<file path="src/rtl/bat_pkg.sv">
// Shared types and codes of the breakpoint address table.
`timescale 1ns / 1ps

package bat_pkg;

  // Request opcodes
  typedef enum logic [1:0] {
    OP_SET    = 2'd0,
    OP_DELETE = 2'd1,
    OP_FIND   = 2'd2
  } op_e;

  // Response status codes
  typedef enum logic [1:0] {
    ST_OK      = 2'd0,
    ST_ALREADY = 2'd1,
    ST_FULL    = 2'd2,
    ST_NOTSET  = 2'd3
  } status_e;

  // Control states, one-hot
  typedef enum logic [2:0] {
    S_IDLE   = 3'b001,
    S_SWEEP  = 3'b010,
    S_UPDATE = 3'b100
  } state_e;

  // Request transaction
  typedef struct packed {
    logic [1:0]  op;
    logic [7:0]  space_id;
    logic [63:0] bp_address;
    logic [15:0] skip_count;
  } req_t;

  // Response transaction
  typedef struct packed {
    logic [1:0]  status;
    logic [3:0]  slot;
    logic [15:0] entry_count;
  } rsp_t;

  // Search token handed from cell to cell
  typedef struct packed {
    logic        valid;
    logic        hit;
    logic [15:0] count;
  } token_t;

  // Slot write command broadcast to all cells
  typedef struct packed {
    logic set;
    logic clr;
  } wr_t;

endpackage

</file>
<file path="src/rtl/bat_cell.sv">
// One breakpoint slot: stored entry, compare, and one stage of the search chain.
`timescale 1ns / 1ps

module bat_cell #(
  parameter int SLOTS = 16,
  parameter int INDEX = 0,
  localparam int SlotW = (SLOTS > 1) ? $clog2(SLOTS) : 1
) (
  input  logic               clk_i,
  input  logic               rst_ni,
  input  logic [7:0]         req_space_i,
  input  logic [63:0]        req_addr_i,
  input  logic [15:0]        req_skip_i,
  input  bat_pkg::wr_t       wr_i,
  input  logic [SlotW-1:0]   wr_slot_i,
  input  bat_pkg::token_t    tok_i,
  input  logic [SlotW-1:0]   tok_slot_i,
  output bat_pkg::token_t    tok_o,
  output logic [SlotW-1:0]   tok_slot_o
);
  import bat_pkg::*;

  logic              valid_q;
  logic [7:0]        space_q;
  logic [63:0]       addr_q;
  logic [15:0]       skip_q;
  logic              match;
  logic              sel;
  token_t            tok_d, tok_q;
  logic [SlotW-1:0]  tok_slot_d, tok_slot_q;

  // Compare the broadcast request against this slot
  assign match = valid_q && (space_q == req_space_i) && (addr_q == req_addr_i);
  assign sel   = (wr_slot_i == SlotW'(INDEX));

  // Keep an earlier hit, otherwise add this slot's hit to the token
  always_comb begin
    tok_d      = tok_i;
    tok_slot_d = tok_slot_i;
    if (tok_i.valid && !tok_i.hit && match) begin
      tok_d.hit   = 1'b1;
      tok_d.count = skip_q;
      tok_slot_d  = SlotW'(INDEX);
    end
  end

  // Advance the token one cell
  always_ff @(posedge clk_i or negedge rst_ni) begin
    if (!rst_ni) begin
      tok_q.valid <= 1'b0;
      tok_q.hit   <= 1'b0;
      tok_q.count <= '0;
    end else begin
      tok_q <= tok_d;
    end
  end

  always_ff @(posedge clk_i) begin
    tok_slot_q <= tok_slot_d;
  end

  // Slot valid bit
  always_ff @(posedge clk_i or negedge rst_ni) begin
    if (!rst_ni) begin
      valid_q <= 1'b0;
    end else if (sel && wr_i.set) begin
      valid_q <= 1'b1;
    end else if (sel && wr_i.clr) begin
      valid_q <= 1'b0;
    end
  end

  // Slot payload, loaded on allocation
  always_ff @(posedge clk_i) begin
    if (sel && wr_i.set) begin
      space_q <= req_space_i;
      addr_q  <= req_addr_i;
      skip_q  <= req_skip_i;
    end
  end

  assign tok_o      = tok_q;
  assign tok_slot_o = tok_slot_q;

endmodule

</file>
<file path="src/rtl/breakpoint_address_table_top.sv">
// Top level of the breakpoint address table: control, freed-slot stack, chain of slot cells.
//
//  channel | direction | signals                          | payload
//  --------+-----------+----------------------------------+--------------
//  request | in        | in_valid_i / in_ready_o          | in_data_i
//  result  | out       | out_valid_o / out_ready_i        | out_data_o
//
// A result is presented once its request has been accepted and the search
// token has walked the chain one slot cell per cycle; the outcome is then
// captured in the result registers, and the update state changes the table and
// loads the output register. One request is in work at a time; the next is taken
// the cycle after the update, even while a result waits.
// The update stalls while the output register still holds an untaken result.
// Reset empties the table at once; no clearing pass is needed.
`timescale 1ns / 1ps

module breakpoint_address_table_top #(
  parameter int SLOTS = 16
) (
  input  logic           clk_i,
  input  logic           rst_ni,
  input  logic           in_valid_i,
  output logic           in_ready_o,
  input  bat_pkg::req_t  in_data_i,
  output logic           out_valid_o,
  input  logic           out_ready_i,
  output bat_pkg::rsp_t  out_data_o
);
  import bat_pkg::*;

  localparam int SlotW  = (SLOTS > 1) ? $clog2(SLOTS) : 1;
  localparam int DepthW = $clog2(SLOTS + 1);

  state_e             state_q, state_d;
  req_t               req_q;
  logic               launch_q;
  logic               accept;
  logic               fire;

  token_t             tok     [SLOTS+1];
  logic [SlotW-1:0]   tok_slot[SLOTS+1];
  logic [SLOTS-1:0]   tok_valid_vec;

  logic               res_hit_q;
  logic [SlotW-1:0]   res_slot_q;
  logic [15:0]        res_count_q;

  logic [SlotW-1:0]   stack_mem [SLOTS];
  logic [SlotW-1:0]   stack_rd_q;
  logic [DepthW-1:0]  depth_q, depth_d, depth_m1;
  logic [DepthW-1:0]  next_q, next_d;
  logic               push;

  wr_t                wr;
  logic [SlotW-1:0]   wr_slot;
  logic [SlotW-1:0]   slot_sel;
  logic [SlotW+3:0]   slot_ext;
  rsp_t               rsp;
  rsp_t               out_q;
  logic               out_valid_q;

  assign in_ready_o = (state_q == S_IDLE);
  assign accept     = in_valid_i && in_ready_o;
  assign fire       = (state_q == S_UPDATE) && (!out_valid_q || out_ready_i);

  // Control sequencing
  always_comb begin
    state_d = state_q;
    unique case (state_q)
      S_IDLE:   if (accept) state_d = S_SWEEP;
      S_SWEEP:  if (tok[SLOTS].valid) state_d = S_UPDATE;
      S_UPDATE: if (fire) state_d = S_IDLE;
      default:  state_d = S_IDLE;
    endcase
  end

  always_ff @(posedge clk_i or negedge rst_ni) begin
    if (!rst_ni) begin
      state_q  <= S_IDLE;
      launch_q <= 1'b0;
    end else begin
      state_q  <= state_d;
      launch_q <= accept;
    end
  end

  // Hold the request for the whole transaction
  always_ff @(posedge clk_i) begin
    if (accept) begin
      req_q <= in_data_i;
    end
  end

  // Inject the search token at the head of the chain
  assign tok[0].valid = launch_q;
  assign tok[0].hit   = 1'b0;
  assign tok[0].count = '0;
  assign tok_slot[0]  = '0;

  for (genvar i = 0; i < SLOTS; i++) begin : g_cell
    bat_cell #(
      .SLOTS (SLOTS),
      .INDEX (i)
    ) u_cell (
      .clk_i       (clk_i),
      .rst_ni      (rst_ni),
      .req_space_i (req_q.space_id),
      .req_addr_i  (req_q.bp_address),
      .req_skip_i  (req_q.skip_count),
      .wr_i        (wr),
      .wr_slot_i   (wr_slot),
      .tok_i       (tok[i]),
      .tok_slot_i  (tok_slot[i]),
      .tok_o       (tok[i+1]),
      .tok_slot_o  (tok_slot[i+1])
    );
    assign tok_valid_vec[i] = tok[i+1].valid;
  end

  // Capture the search outcome at the tail of the chain
  always_ff @(posedge clk_i) begin
    if (tok[SLOTS].valid) begin
      res_hit_q   <= tok[SLOTS].hit;
      res_slot_q  <= tok_slot[SLOTS];
      res_count_q <= tok[SLOTS].count;
    end
  end

  // Freed-slot stack: read top every cycle, push on delete
  assign depth_m1 = depth_q - DepthW'(1);

  always_ff @(posedge clk_i) begin
    stack_rd_q <= stack_mem[depth_m1[SlotW-1:0]];
    if (push) begin
      stack_mem[depth_q[SlotW-1:0]] <= res_slot_q;
    end
  end

  // Decide the result and the table update
  always_comb begin
    rsp.status      = ST_NOTSET;
    rsp.entry_count = '0;
    slot_sel        = '0;
    wr              = '0;
    wr_slot         = '0;
    push            = 1'b0;
    depth_d         = depth_q;
    next_d          = next_q;
    if (fire) begin
      unique case (req_q.op)
        OP_SET: begin
          if (res_hit_q) begin
            rsp.status = ST_ALREADY;
          end else if (depth_q != '0) begin
            rsp.status = ST_OK;
            slot_sel   = stack_rd_q;
            wr.set     = 1'b1;
            wr_slot    = stack_rd_q;
            depth_d    = depth_m1;
          end else if (next_q < DepthW'(SLOTS)) begin
            rsp.status = ST_OK;
            slot_sel   = next_q[SlotW-1:0];
            wr.set     = 1'b1;
            wr_slot    = next_q[SlotW-1:0];
            next_d     = next_q + DepthW'(1);
          end else begin
            rsp.status = ST_FULL;
          end
        end
        OP_DELETE: begin
          if (res_hit_q) begin
            rsp.status = ST_OK;
            slot_sel   = res_slot_q;
            wr.clr     = 1'b1;
            wr_slot    = res_slot_q;
            if (depth_q < DepthW'(SLOTS)) begin
              push    = 1'b1;
              depth_d = depth_q + DepthW'(1);
            end
          end
        end
        OP_FIND: begin
          if (res_hit_q) begin
            rsp.status      = ST_OK;
            slot_sel        = res_slot_q;
            rsp.entry_count = res_count_q;
          end
        end
        default: begin
          rsp.status = ST_NOTSET;
        end
      endcase
    end
    slot_ext = {4'b0000, slot_sel};
    rsp.slot = slot_ext[3:0];
  end

  // Allocation counters
  always_ff @(posedge clk_i or negedge rst_ni) begin
    if (!rst_ni) begin
      depth_q <= '0;
      next_q  <= '0;
    end else begin
      depth_q <= depth_d;
      next_q  <= next_d;
    end
  end

  // Output register
  always_ff @(posedge clk_i or negedge rst_ni) begin
    if (!rst_ni) begin
      out_valid_q <= 1'b0;
    end else if (fire) begin
      out_valid_q <= 1'b1;
    end else if (out_ready_i) begin
      out_valid_q <= 1'b0;
    end
  end

  always_ff @(posedge clk_i) begin
    if (fire) begin
      out_q <= rsp;
    end
  end

  assign out_valid_o = out_valid_q;
  assign out_data_o  = out_q;

  // At most one search token travels the chain
  a_one_token: assert property (@(posedge clk_i) disable iff (!rst_ni)
    $onehot0(tok_valid_vec))
    else $error("more than one search token in the chain");

  // No token remains in the chain once the update starts
  a_chain_empty: assert property (@(posedge clk_i) disable iff (!rst_ni)
    (state_q == S_UPDATE) |-> (tok_valid_vec == '0))
    else $error("search token still in flight during update");

  // Freed slots never outnumber slots handed out
  a_depth_bound: assert property (@(posedge clk_i) disable iff (!rst_ni)
    depth_q <= next_q)
    else $error("freed stack deeper than slots ever used");

  // An accepted request launches a search
  a_launch: assert property (@(posedge clk_i) disable iff (!rst_ni)
    accept |=> (launch_q && state_q == S_SWEEP))
    else $error("accepted request did not launch a search");

  // A failed result carries no slot and no count
  a_fail_clean: assert property (@(posedge clk_i) disable iff (!rst_ni)
    (fire && rsp.status != ST_OK) |-> (rsp.slot == '0 && rsp.entry_count == '0))
    else $error("failed result carries slot or count");

endmodule

</file>
<file path="config.mk">
export PLATFORM = sky130hd
export DESIGN_NAME = breakpoint_address_table_top
export DESIGN_NICKNAME = d
export VERILOG_FILES = /design/src/rtl/bat_pkg.sv /design/src/rtl/bat_cell.sv /design/src/rtl/breakpoint_address_table_top.sv
export SDC_FILE = /design/constraint.sdc
export NUM_CORES = 2
export LEC_CHECK = 0
export BUFFER_PORTS_ARGS = -buffer_cell sky130_fd_sc_hd__buf_2
export CORE_UTILIZATION = 45
export CTS_CLUSTER_DIAMETER = 120
export DETAILED_ROUTE_END_ITERATION = 6
export PLACE_DENSITY = 0.58
export SLEW_MARGIN = 20
export SYNTH_ARGS = -nofsm -noshare
export SYNTH_HDL_FRONTEND = slang
export SYNTH_HIERARCHICAL = 1
export SYNTH_SLANG_ARGS = --single-unit
</file>
<file path="constraint.sdc">
create_clock -name clk_i -period 6.6 [get_ports clk_i]
set_input_delay 0.99 -clock clk_i [delete_from_list [all_inputs] [get_ports clk_i]]
set_output_delay 0.99 -clock clk_i [all_outputs]
set_load 0.05 [all_outputs]
</file>
==> flow_metrics.tcl <==
set metrics [dict create \
    top_layer_used "met5" \
    netlist_area_sq_um 77400 \
    max_slew_margin_pct 25.8 \
    max_stage_delay_ns 0.80 \
    worstPathMaxFanout 55 \
    irDropWorstVdd_mv 0.233 \
    wl_met3_mm 6.68 \
    drc 0 \
    wl_met2_mm 80.9 \
    clk_path_buf_depth 3 \
    cts_max_level 4 \
    period_needed_ns 4.91 \
    vias 37700 \
    async_reset_ff_share_pct 16.0 \
    clock_tree.root_cell "clkbuf_16" \
    start_util_pct 45.5 \
    grt_overflow 0 \
    critical_path.top_delay_family "simple AND/OR/NAND/NOR gates" \
    cp.arrival_ns 5.39 \
    r2r_start "depth_q[0]" \
    ys.flop_type "edfxtp_1" \
    cp-end-kind "register" \
    regToRegSetupSlack_ns 1.69 \
    placed_area_sq_um 81600 \
    ys_types 58 \
    port_buffers 117 \
    worstMarginPinSlew_ns 1.11 \
    cts.sinks 1992 \
    ios 118 \
    r2r-end "g_cell[9].u_cell/addr_q[17]" \
    syn_area_per_cell_sq_um 17.8 \
    cts.repair.resized 0 \
    cp_cell_sequence "inv_1, ha_1, nor4b_2, nand3b_1, a21o_1, a21oi_2, nor4bb_1, and2_4, buf_4" \
    fin_hold_ws_ns 0.166 \
    post_cts_buffers 0 \
    crit_required_ns 7.08 \
    track_usage_pct 19.5 \
    dieArea_sq_um 174000 \
    syn2layout_area_growth_pct 14.0 \
    drtPass1Iterations 5 \
    slowest_stage "and2_4" \
    clk_pin_slew_ns 0.06 \
    dp_hpwl_mm 100 \
    drive_above_1_share_pct 17.5 \
    drv_cap 0 \
    die_h_um 417 \
    setup_viol 0 \
    start_kind "register" \
    ant_nets 0 \
    final_area_sq_um 88300 \
    drt_first_iter_violations 2838 \
    synth_warnings 6 \
    slew_violations 0 \
    die_w_um 417 \
    grt_pass1_wl_mm 251 \
    critPathBufInv 2 \
    ys_seq_area_share_pct 74.3 \
    hold_viol 0 \
    synth_cells 4360 \
    insertion_delay_ns 0.82 \
    wl_per_cell_um 23.3 \
    period_share_pct 74.4 \
    wirelength_met1_mm 76.9 \
    routed_wl_mm 168 \
    postCtsHoldBufs 0 \
    fin_worst_skew_ns 0.0332 \
    worstSetupPathType "reg -> reg" \
    num_rows 151 \
    nets 4898 \
    synth_edf_count 1605 \
    layout_common_cells "edfxtp_1 (1605), xor2_1 (758), dfrtp_1 (318)" \
    status "finished clean" \
    max_clock_freq_mhz 204 \
    reg2regPathDepth 9 \
    viasPerCell 5.24 \
    rsz0062_at_grt "no" \
    hold_class "in -> async" \
    p_per_area_nw_per_um2 284 \
    gp_congestion 0.773 \
    antenna_found_initial 2 \
    p_leak_nw 31.8 \
    tns_ns 0 \
    cts_buffers 206 \
    grt_pass1_vias 38100 \
    grt_start_max_net_pins 156 \
    ys_ff_latch 1992 \
    cts_tree "yes" \
    final_common_cell "edfxtp_1" \
    coreArea_sq_um 170000 \
]
metal layers:
layer	track usage [%]	vias to the layer above
met5	0	-
met4	5.13	2
met3	2.92	241
met2	32.0	751
met1	27.2	19500
li1	-	17200
layout make-up:
class	count	area, sq um
multi-input cells	2207	19100
diodes	2	5.00
fillers	13800	81700
clock buffers	291	5860
well taps	2218	2780
repair buffers	253	1700
flip-flops and latches	1992	57500
inverters	134	503
clock inverters	97	811
worst register-to-register path: cells and delay by family (launching register included):
family | cells | cell delay (ns)
buffers and inverters | 2 | 0.75
adders and majority gates | 1 | 0.21
AOI/OAI and AO/OA | 2 | 0.86
and+or+nand+nor | 4 | 2.08
DFF | 1 | 0.69
sequential cells by signal (all words and copies together) (netlist names), 3 cells and up:
register and count:
g_cell.u_cell/addr_q 1024, g_cell.u_cell/tok_o 288, g_cell.u_cell/skip_q 256, g_cell.u_cell/space_q 128, req_q 90, g_cell.u_cell/tok_slot_o 64, stack_mem 64, out_data_o 22
g_cell.u_cell/valid_q 16, res_count_q 16, depth_q 5, next_q 5, res_slot_q 4, stack_rd_q 4, state_q 3
worst max-delay path by stage:
stage,slack (ns),cells after the start,to,start
floorplan,1.30,10,g_cell[5].u_cell/addr_q[0],depth_q[0]
global placement,1.59,9,g_cell[9].u_cell/addr_q[17],depth_q[0]
detailed placement,1.51,9,g_cell[10].u_cell/skip_q[10],depth_q[0]
CTS,1.49,9,g_cell[10].u_cell/skip_q[7],depth_q[0]
global route,1.17,9,g_cell[10].u_cell/skip_q[7],depth_q[0]
finish,1.69,9,g_cell[9].u_cell/addr_q[17],depth_q[0]
synthesized netlist by cell type (8+ instances only):
cell | instances | area share [%]
a2111oi_2 | 16 | 0.31
a21o_1 | 20 | 0.19
a21oi_1 | 10 | 0.065
a221oi_1 | 20 | 0.23
a22o_1 | 16 | 0.18
and2_1 | 49 | 0.40
and3_1 | 16 | 0.13
buf_6 | 33 | 0.48
clkbuf_1 | 10 | 0.048
dfrtp_1 | 318 | 10
dfxtp_1 | 68 | 1.8
edfxtp_1 | 1605 | 62
ha_1 | 10 | 0.16
inv_1 | 134 | 0.65
mux2_2 | 17 | 0.25
mux2_4 | 240 | 4.7
mux2i_1 | 10 | 0.13
mux4_2 | 8 | 0.23
nand2_1 | 60 | 0.29
nand2b_1 | 101 | 0.82
nand3_1 | 12 | 0.078
nand3b_1 | 21 | 0.20
nand4_1 | 135 | 1.1
nor2_1 | 19 | 0.092
nor2b_1 | 20 | 0.16
nor3_1 | 25 | 0.16
nor4_1 | 209 | 1.7
o2111ai_1 | 16 | 0.18
o22ai_1 | 48 | 0.39
o2bb2ai_1 | 16 | 0.18
or4_4 | 16 | 0.23
xnor2_1 | 261 | 3.0
xor2_1 | 758 | 8.6
cell families after synthesis:
kind of cell / synth area share (%)
xor gates and xnor gates: 11.5
AOI/OAI and AO/OA: 1.88
muxes: 5.26
DFF: 74.3
adders and majority gates: 0.162
buffers and inverters: 1.21
other: 0.00484
and+or+nand+nor: 5.65
through the flow:
step / total power, mW / setup slack [ns] / cells / util, %
after floorplan: 13.9 / 1.30 / 4381 / -
after global placement: 14.0 / 1.59 / 6803 / 48.0
after detailed placement: 14.0 / 1.51 / 6804 / 48.0
after CTS: 25.3 / 1.49 / 7192 / 51.9
after global routing: 25.8 / 1.17 / 7192 / 51.9
final: 25.0 / 1.69 / 7194 / 51.9
where the power goes:
group / internal, mW / switching, mW / total [mW]
registers: 13.5 / 0.0304 / 13.6
clock network: 6.54 / 4.74 / 11.3
logic: 0.131 / 0.0743 / 0.205
total: 20.2 / 4.85 / 25.0
Power figures use the tool's default switching activity.
